**config.mk**
```make
export PLATFORM = sky130hd
export DESIGN_NAME = serial_radio_link_model_core
export DESIGN_NICKNAME = d
export VERILOG_FILES = /design/src/hw/rtl/srlm_pkg.sv /design/src/hw/rtl/serial_radio_link_model_core.sv
export SDC_FILE = /design/constraint.sdc
export NUM_CORES = 1
export LEC_CHECK = 0
export BUFFER_PORTS_ARGS = -buffer_cell sky130_fd_sc_hd__buf_2
export CAP_MARGIN = 20
export CORE_MARGIN = 1
export CORE_UTILIZATION = 50
export DETAILED_ROUTE_END_ITERATION = 8
export PLACE_DENSITY_LB_ADDON = 0.15
export SYNTH_ARGS = -nofsm -noshare
export SYNTH_HDL_FRONTEND = slang
export SYNTH_SLANG_ARGS = --single-unit
```
**constraint.sdc**
```tcl
create_clock -name clk -period 13.2 [get_ports clk]
set_input_delay 1.32 -clock clk [delete_from_list [all_inputs] [get_ports clk]]
set_output_delay 1.32 -clock clk [all_outputs]
set_load 0.005 [all_outputs]
```
**src/hw/rtl/srlm_pkg.sv**
```systemverilog
// Shared constants for the serial radio link model core and its checker.
// No dependencies.
package srlm_pkg;

  // input kinds (tuser)
  localparam logic [1:0] KIND_CS_RELEASE = 2'd0;
  localparam logic [1:0] KIND_SCLK_RISE  = 2'd1;
  localparam logic [1:0] KIND_TICK       = 2'd2;

  // commands
  localparam logic [7:0] CMD_TX_START   = 8'hd0;
  localparam logic [7:0] CMD_WAIT_RESET = 8'hc0;
  localparam logic [7:0] CMD_LATCH_RX   = 8'h45;
  localparam logic [1:0] CMD_CLASS_READ = 2'b01;   // cmd[7:6] of read-class commands

  localparam logic [7:0] PKT_HEADER   = 8'h56;
  localparam int         PACKET_BYTES = 24;

  // config register indexes
  localparam logic [1:0] REG_TX_DONE_DELAY = 2'd0;
  localparam logic [1:0] REG_REPLY_DELAY   = 2'd1;
  localparam logic [1:0] REG_ACCEL_STEP    = 2'd2;
  localparam logic [1:0] REG_ACCEL_LIMIT   = 2'd3;

  localparam logic [7:0]  RST_TX_DONE_DELAY = 8'd5;
  localparam logic [7:0]  RST_REPLY_DELAY   = 8'd30;
  localparam logic [15:0] RST_ACCEL_STEP    = 16'd1000;
  localparam logic [15:0] RST_ACCEL_LIMIT   = 16'd40000;

  // stream widths and output field positions
  localparam int S_TDATA_W = 24;
  localparam int M_TDATA_W = 8;
  localparam int OUT_DRIVE_VALID = 0;
  localparam int OUT_DRIVE_BIT   = 1;
  localparam int OUT_STATUS      = 2;
  localparam int OUT_IRQ_LO      = 3;
  localparam int OUT_IRQ_HI      = 4;

endpackage

```
**src/hw/rtl/serial_radio_link_model_core.sv**
```systemverilog
// Serial radio link slave model core: command decode, delay timers, motion ramp.
// Depends on srlm_pkg.
//
// Usage:
//   Input stream s_*: one event per transfer. s_tuser = kind (0 chip-select
//   release, 1 serial clock rising edge, 2 time tick). s_tdata carries the
//   sampled data bit, the motion flag and the button mask.
//   Output stream m_*: exactly one result per input event, in order: drive
//   valid, driven bit, status level after the event, falling interrupts fired.
//   APB port: four config registers at byte addresses 0, 4, 8, 12; write them
//   only while the block is idle.
// Each result is registered into the output register, or into the skid entry while m_* stalls.
// Throughput: one event per cycle while s_tready is high; every event is handled by
//   combinational logic between the state registers and the output register.
// Stall: an output register plus one skid entry; s_tready drops only when
//   both hold results, so one more event is taken after m_tready goes low.
// Reset: link state clears (snapshot words excepted), status level goes high,
//   config returns to its defaults, and both output entries empty.
module serial_radio_link_model_core (
  input  logic        clk,
  input  logic        rst,
  // input stream
  input  logic        s_tvalid,
  output logic        s_tready,
  input  logic [23:0] s_tdata,   // [0] data_bit, [1] motion, [17:2] button_mask, rest 0
  input  logic [1:0]  s_tuser,   // [1:0] kind
  // output stream
  output logic        m_tvalid,
  input  logic        m_tready,
  output logic [7:0]  m_tdata,   // [0] drive_valid, [1] drive_bit, [2] status, [4:3] irq_count
  // config port
  input  logic        psel,
  input  logic        penable,
  input  logic        pwrite,
  input  logic [3:0]  paddr,
  input  logic [31:0] pwdata,
  output logic [31:0] prdata,
  output logic        pready
);

  typedef enum logic [1:0] {
    PH_IDLE,
    PH_TX,
    PH_WAIT,
    PH_DONE
  } phase_t;

  // config
  logic [7:0]  tx_done_delay;
  logic [7:0]  reply_delay;
  logic [15:0] accel_step;
  logic [15:0] accel_limit;

  // link state
  logic [7:0]  shift_reg, shift_reg_next;
  logic [2:0]  bit_count, bit_count_next;
  logic [4:0]  byte_count, byte_count_next;
  logic [7:0]  current_command, current_command_next;
  logic        read_buffer_loaded, read_buffer_loaded_next;
  logic        packet_present, packet_present_next;
  phase_t      link_phase, link_phase_next;
  logic [7:0]  elapsed_ticks, elapsed_ticks_next;
  logic        timer_armed, timer_armed_next;
  logic        any_tick_seen, any_tick_seen_next;
  logic        status_level, status_level_next;
  // all three axes ramp together, so one value stands for x, y and z
  logic [15:0] motion_value, motion_value_next;
  logic [15:0] snap_motion, snap_motion_next;
  logic [15:0] snap_buttons, snap_buttons_next;
  logic [15:0] read_motion, read_motion_next;
  logic [15:0] read_buttons, read_buttons_next;

  // output register and skid entry
  logic        out_valid, skid_valid;
  logic [7:0]  out_data, skid_data;

  logic        in_xfer;
  logic [1:0]  kind;
  logic        data_bit, motion;
  logic [15:0] button_mask;
  logic        cmd_fire;
  logic [7:0]  cmd_byte;
  logic [7:0]  shifted_in;
  logic [16:0] ramp_sum;
  logic [4:0]  pkt_idx;
  logic [7:0]  pkt_byte;
  logic        drive_valid, drive_bit;
  logic [1:0]  irq_count;
  logic [7:0]  result;
  logic        cfg_write;

  assign kind        = s_tuser;
  assign data_bit    = s_tdata[0];
  assign motion      = s_tdata[1];
  assign button_mask = s_tdata[17:2];

  assign s_tready = !skid_valid;
  assign in_xfer  = s_tvalid && s_tready;
  assign m_tvalid = out_valid;
  assign m_tdata  = out_data;

  // reply packet byte as seen by reads
  function automatic logic [7:0] packet_byte(input logic [4:0] idx, input logic loaded,
                                             input logic [15:0] mot, input logic [15:0] btn);
    logic [15:0] w;
    w = (idx < 5'd12) ? mot : btn;
    if (!loaded || idx >= 5'(srlm_pkg::PACKET_BYTES))
      return 8'd0;
    else if (idx == 5'd0)
      return srlm_pkg::PKT_HEADER;
    else if (idx >= 5'd6 && idx <= 5'd13)
      return idx[0] ? w[15:8] : w[7:0];
    else
      return 8'd0;
  endfunction

  always_comb begin
    shift_reg_next          = shift_reg;
    bit_count_next          = bit_count;
    byte_count_next         = byte_count;
    current_command_next    = current_command;
    read_buffer_loaded_next = read_buffer_loaded;
    packet_present_next     = packet_present;
    link_phase_next         = link_phase;
    elapsed_ticks_next      = elapsed_ticks;
    timer_armed_next        = timer_armed;
    any_tick_seen_next      = any_tick_seen;
    status_level_next       = status_level;
    motion_value_next       = motion_value;
    snap_motion_next        = snap_motion;
    snap_buttons_next       = snap_buttons;
    read_motion_next        = read_motion;
    read_buttons_next       = read_buttons;
    cmd_fire    = 1'b0;
    cmd_byte    = shift_reg;
    shifted_in  = shift_reg;
    ramp_sum    = 17'd0;
    pkt_idx     = 5'd0;
    pkt_byte    = 8'd0;
    drive_valid = 1'b0;
    drive_bit   = 1'b0;
    irq_count   = 2'd0;

    // counters and the byte that may complete a command
    case (kind)
      srlm_pkg::KIND_CS_RELEASE: begin
        // partial byte is left-aligned before decode
        cmd_fire = (bit_count != 3'd0);
        cmd_byte = shift_reg << (3'd0 - bit_count);
      end
      srlm_pkg::KIND_SCLK_RISE: begin
        if (current_command[7:6] != srlm_pkg::CMD_CLASS_READ)
          shifted_in = {shift_reg[6:0], data_bit};
        cmd_byte = shifted_in;
        if (bit_count == 3'd7) begin
          cmd_fire       = (byte_count == 5'd0);
          shift_reg_next = 8'd0;
          bit_count_next = 3'd0;
          if (byte_count != 5'd31)
            byte_count_next = byte_count + 5'd1;
        end else begin
          shift_reg_next = shifted_in;
          bit_count_next = bit_count + 3'd1;
        end
      end
      default: ;
    endcase

    if (cmd_fire) begin
      current_command_next    = cmd_byte;
      read_buffer_loaded_next = 1'b0;
      if (cmd_byte == srlm_pkg::CMD_TX_START || cmd_byte == srlm_pkg::CMD_WAIT_RESET) begin
        timer_armed_next   = any_tick_seen;
        elapsed_ticks_next = 8'd0;
        if (cmd_byte == srlm_pkg::CMD_TX_START)
          link_phase_next = PH_TX;
        else if (link_phase == PH_WAIT)
          status_level_next = 1'b1;
      end else if (cmd_byte == srlm_pkg::CMD_LATCH_RX) begin
        read_buffer_loaded_next = packet_present;
        read_motion_next        = snap_motion;
        read_buttons_next       = snap_buttons;
        status_level_next       = 1'b1;
      end
    end

    case (kind)
      srlm_pkg::KIND_CS_RELEASE: begin
        current_command_next = 8'd0;
        bit_count_next       = 3'd0;
        byte_count_next      = 5'd0;
        shift_reg_next       = 8'd0;
      end
      srlm_pkg::KIND_SCLK_RISE: begin
        if (byte_count_next != 5'd0 &&
            current_command_next[7:6] == srlm_pkg::CMD_CLASS_READ) begin
          pkt_idx     = byte_count_next - 5'd1;
          pkt_byte    = packet_byte(pkt_idx, read_buffer_loaded_next,
                                    read_motion_next, read_buttons_next);
          drive_valid = 1'b1;
          drive_bit   = pkt_byte[~bit_count_next];
        end
      end
      srlm_pkg::KIND_TICK: begin
        any_tick_seen_next = 1'b1;
        if (elapsed_ticks != 8'hff)
          elapsed_ticks_next = elapsed_ticks + 8'd1;
        // both events may fire on the same tick
        if (timer_armed && link_phase == PH_TX && elapsed_ticks_next >= tx_done_delay) begin
          status_level_next = 1'b0;
          irq_count         = 2'd1;
          link_phase_next   = PH_WAIT;
        end
        if (timer_armed && link_phase_next == PH_WAIT &&
            elapsed_ticks_next >= reply_delay) begin
          snap_motion_next    = motion_value;
          snap_buttons_next   = button_mask;
          packet_present_next = 1'b1;
          status_level_next   = 1'b0;
          irq_count           = irq_count + 2'd1;
          link_phase_next     = PH_DONE;
        end
        ramp_sum = {1'b0, motion_value} + {1'b0, accel_step};
        if (motion)
          motion_value_next = (ramp_sum > {1'b0, accel_limit}) ? accel_limit : ramp_sum[15:0];
        else
          motion_value_next = (motion_value > accel_step) ? motion_value - accel_step : 16'd0;
      end
      default: ;
    endcase
  end

  always_comb begin
    result = 8'd0;
    result[srlm_pkg::OUT_DRIVE_VALID]                    = drive_valid;
    result[srlm_pkg::OUT_DRIVE_BIT]                      = drive_bit;
    result[srlm_pkg::OUT_STATUS]                         = status_level_next;
    result[srlm_pkg::OUT_IRQ_HI:srlm_pkg::OUT_IRQ_LO]    = irq_count;
  end

  always_ff @(posedge clk) begin
    if (rst) begin
      shift_reg          <= 8'd0;
      bit_count          <= 3'd0;
      byte_count         <= 5'd0;
      current_command    <= 8'd0;
      read_buffer_loaded <= 1'b0;
      packet_present     <= 1'b0;
      link_phase         <= PH_IDLE;
      elapsed_ticks      <= 8'd0;
      timer_armed        <= 1'b0;
      any_tick_seen      <= 1'b0;
      status_level       <= 1'b1;
      motion_value       <= 16'd0;
    end else if (in_xfer) begin
      shift_reg          <= shift_reg_next;
      bit_count          <= bit_count_next;
      byte_count         <= byte_count_next;
      current_command    <= current_command_next;
      read_buffer_loaded <= read_buffer_loaded_next;
      packet_present     <= packet_present_next;
      link_phase         <= link_phase_next;
      elapsed_ticks      <= elapsed_ticks_next;
      timer_armed        <= timer_armed_next;
      any_tick_seen      <= any_tick_seen_next;
      status_level       <= status_level_next;
      motion_value       <= motion_value_next;
    end
  end

  // snapshot words are only read after a packet has been latched
  always_ff @(posedge clk) begin
    if (in_xfer) begin
      snap_motion  <= snap_motion_next;
      snap_buttons <= snap_buttons_next;
      read_motion  <= read_motion_next;
      read_buttons <= read_buttons_next;
    end
  end

  always_ff @(posedge clk) begin
    if (rst) begin
      out_valid  <= 1'b0;
      skid_valid <= 1'b0;
    end else if (!out_valid || m_tready) begin
      if (skid_valid) begin
        out_valid  <= 1'b1;
        out_data   <= skid_data;
        skid_valid <= 1'b0;
      end else begin
        out_valid <= in_xfer;
        out_data  <= result;
      end
    end else if (in_xfer) begin
      skid_valid <= 1'b1;
      skid_data  <= result;
    end
  end

  // config port
  assign pready    = 1'b1;
  assign cfg_write = psel && penable && pwrite;

  always_ff @(posedge clk) begin
    if (rst) begin
      tx_done_delay <= srlm_pkg::RST_TX_DONE_DELAY;
      reply_delay   <= srlm_pkg::RST_REPLY_DELAY;
      accel_step    <= srlm_pkg::RST_ACCEL_STEP;
      accel_limit   <= srlm_pkg::RST_ACCEL_LIMIT;
    end else if (cfg_write) begin
      case (paddr[3:2])
        srlm_pkg::REG_TX_DONE_DELAY: tx_done_delay <= pwdata[7:0];
        srlm_pkg::REG_REPLY_DELAY:   reply_delay   <= pwdata[7:0];
        srlm_pkg::REG_ACCEL_STEP:    accel_step    <= pwdata[15:0];
        srlm_pkg::REG_ACCEL_LIMIT:   accel_limit   <= pwdata[15:0];
        default: ;
      endcase
    end
  end

  always_comb begin
    case (paddr[3:2])
      srlm_pkg::REG_TX_DONE_DELAY: prdata = {24'd0, tx_done_delay};
      srlm_pkg::REG_REPLY_DELAY:   prdata = {24'd0, reply_delay};
      srlm_pkg::REG_ACCEL_STEP:    prdata = {16'd0, accel_step};
      srlm_pkg::REG_ACCEL_LIMIT:   prdata = {16'd0, accel_limit};
      default:                     prdata = 32'd0;
    endcase
  end

endmodule

```
==> metrics.md <==
| Metric | Value |
|---|---|
| DIE WIDTH | `approximately 150 um` |
| Final setup TNS | `0 ns` |
| Dpl hpwl | `19.3 mm` |
| Core ar. | `about 22000 um^2` |
| Mean Syn Cell Area | `around 9.4 um^2` |
| Avg WL per Cell | `~18 um` |
| Crit path required time | `13.29 ns` |
| DR DRC count | `0` |
| Gr ovfl total | `0` |
| RSZ-0062 raised after global routing | `false` |
| Gp weighted congestion | `between 0.8 and 0.9` |
| Slew @ Worst Pin | `a little over 1 ns` |
| FF-to-FF setup slack | `between 6 and 7 ns` |
| Worst-skew pair later-pin latency | `about 0.43 ns` |
| Total leakage power | `between 4 and 5 nW` |
| Synth cell types | `78` |
| Crit-path slowest cell | `dfxtp_1` |
| Net load switching power | `roughly 0.36 mW` |
| Mapped Area | `between 10000 and 15000 um^2` |
| Layout area overhead | `9.33%` |
| Synth Warn # | `0` |
| Clock power frac | `around two fifths` |
| Largest net degree at the start of global routing | `between 60 and 70` |
| CP Capture Point | `snap_buttons[4]` |
| Cell Pwr Density | `approximately 110 nW/um^2` |
| # IOs | `around 110` |
| Internal power | `between 0.9 and 1 mW` |
| Num CTS Buffers | `17` |
| Nets | `around 1400` |
| Async set or reset register ratio after synthesis | `0%` |
| Delay-heaviest family, CP | `compound AO/OA/AOI/OAI gates` |
| Max Cap Viol | `0` |
| Die Y-Extent | `151 um` |
| Routed WL | `26.8 mm` |
| Die ar. | `22900 um^2` |
| Worst path depth | `20` |
| Synth Instances | `1189` |
| Initial DRT Pass Iterations | `5` |
| Max-slew violation count | `0` |
| Initial antenna violation count | `1` |
| Postcts setup bufs | `0` |
| Fmax | `156 MHz` |
| DR vias | `between 8000 and 9000` |
| CTS tree | `yes` |
| H-Tree Depth | `4` |
| DRT iter0 DRCs | `a little under 500` |
| # resized after CTS | `0` |
| Min-Delay Path Class | `reg -> reg` |
| Post-route ant nets | `0` |
| Final setup skew | `about 0.012 ns` |
| Crit path cell chain | `inv_1, ha_1, mux2i_1, mux4_2, a21oi_1, nand2_1, nor2_1, o21ai_0, ha_1, a21o_1, a21o_1, a21o_1, a21oi_1, nor2b_1, o21ai_0, a21oi_1, o21ai_0, nand2b_1, inv_1, buf_4` |
| Row count | `54` |
| Via/cell ratio | `5.87` |
| Vias in the first global route | `~8200` |
| Hold Buf Count CTS | `0` |
| Layout cell share with drive strength beyond 1 | `about 16%` |
| Worst setup SP type | `flip-flop` |
| Starting Density | `around 50%` |
| Seq pwr share | `between 40% and 50%` |
| Sequential-to-total area share from yosys stat | `37.7%` |
| Yosys reg bits | `~170` |
| Reg2reg start | `bit_count[0]` |
| Hold Vio Cnt, Final | `0` |
| CP Capture Type | `flip-flop` |
| Clk sinks | `between 150 and 200` |
| Synth Flop Type | `dfxtp_1` |
| Post-synth EDFFs | `74` |
| Status | `finished, final reports clean` |
| WHS | `0.484 ns` |
| PnR worst setup slack | `a little under 7 ns` |
| Pre-CTS WS | `between 6 and 7 ns` |
| Min cycle time layout | `6.41 ns` |
| First-pass GRT wire length | `roughly 43 mm` |
| Worst-path maximum fanout | `33` |
| GRT Total Usage | `24.1%` |
| Ant diodes | `0` |
| CP Class | `reg -> reg` |
| Clock Tree Root | `clkbuf_16` |
| Clk pin slew, worst setup/hold paths | `~0.08 ns` |
| Crit path from | `bit_count[0]` |
| Clk buf depth | `2` |
| WP buf/inv | `3` |
| Crit path largest cell delay | `approximately 0.7 ns` |
| Worst VDD drop | `~0.083 mV` |
| Sw frac | `roughly 28%` |
| Combinational Power Share | `a little over an eighth` |
| Final Cycle Share | `around half` |
| Rel. slew slack | `between 30% and 40%` |
| Input/output buffers | `67` |
| Final core utilization | `55.8%` |
| Reg2Reg Depth | `20` |
| Critical path arrival | `6.50 ns` |
| Endpoints failing setup | `0` |
| Worst r2r dst | `snap_buttons[4]` |
-- Yosys cell counts (all sizes together), types with 19 or more instances --
cell type / count / share of area [%]
mux2: 57 / 5.7
nor3: 31 / 1.4
nor2: 109 / 3.7
buf: 38 / 2.3
nor2b: 24 / 1.3
edfxtp: 74 / 20
o21ai: 43 / 1.9
ha: 75 / 8.4
clkbuf: 44 / 1.5
xnor2: 23 / 1.8
inv: 74 / 2.5
nand2: 90 / 3.0
dfxtp: 99 / 18
a21o: 19 / 1.3
a21oi: 80 / 3.6
a22oi: 23 / 1.5
mux2i: 46 / 4.1
-- cells by family after synthesis --
family,share of synthesized area [%]
AOI/OAI and AO/OA,16.8
xor gates and xnor gates,2.20
adders and majority gates,8.76
buffers and inverters,6.30
DFF,37.7
muxes,12.7
other,0.0673
and+or+nand+nor,15.5
-- layer usage --
| metal | vias up | global-route usage (%) | share of wire [%] |
|---|---|---|---|
| li1 | 4376 | - | - |
| met1 | 4291 | 33.3 | 47 |
| met2 | 203 | 40.0 | 48 |
| met3 | 17 | 3.73 | 4.2 |
| met4 | 2 | 4.35 | 0.61 |
| met5 | - | 0 | 0.048 |
-- tightest hold or removal path: cells and delay by family, from the launching register on --
kind | cells | cell delay [ns]
flops | 1 | 0.33
simple gates | 1 | 0.06
compound gates | 1 | 0.06
-- cells in the final DEF (no fill, tap or decap), drive strengths merged, types with 20 or more instances in the layout --
| cell | instances |
|---|---|
| nand2 | 90 |
| nor2 | 109 |
| mux2 | 57 |
| o21ai | 43 |
| nor3 | 31 |
| edfxtp | 74 |
| buf | 78 |
| xnor2 | 23 |
| dfxtp | 99 |
| mux2i | 46 |
| conb | 20 |
| a21oi | 80 |
| inv | 82 |
| ha | 75 |
| a22oi | 23 |
| nor2b | 24 |
-- worst min path at each step --
stage                 start  slack [ns]           end  cells after the start
5_1_grt         timer_armed        0.50   timer_armed                      2
3_5_place_dp    timer_armed        0.47   timer_armed                      2
2_1_floorplan  status_level        0.44  status_level                      2
4_1_cts         timer_armed        0.48   timer_armed                      2
6_report        timer_armed        0.48   timer_armed                      2
3_3_place_gp   status_level        0.46  status_level                      2
-- layout make-up --
class	instances	area, um^2
Clock buffer	17	425
Tap cell	280	350
Fill cell	2009	9680
Timing Repair Buffer	78	420
Sequential cell	173	4200
Multi-Input combinational cell	877	6330
Clock inverter	15	191
Inverter	75	282
-- through the flow --
stage	total power, mW	cell area [um^2]	instances
4_1_cts	1.29	12200	1515
5_1_grt	1.34	12200	1515
3_5_place_dp	0.766	11600	1483
2_1_floorplan	0.721	11200	1207
3_3_place_gp	0.765	11600	1483
6_report	1.28	12200	1515
-- power groups by stage --
stage,Clock [mW],Combinational (mW),Sequential [mW]
2_1_floorplan,0,0.128,0.593
3_3_place_gp,0,0.165,0.599
3_5_place_dp,0,0.167,0.600
4_1_cts,0.540,0.168,0.587
5_1_grt,0.558,0.188,0.589
6_report,0.527,0.169,0.587
No activity file was read; power rests on OpenSTA's default activity.
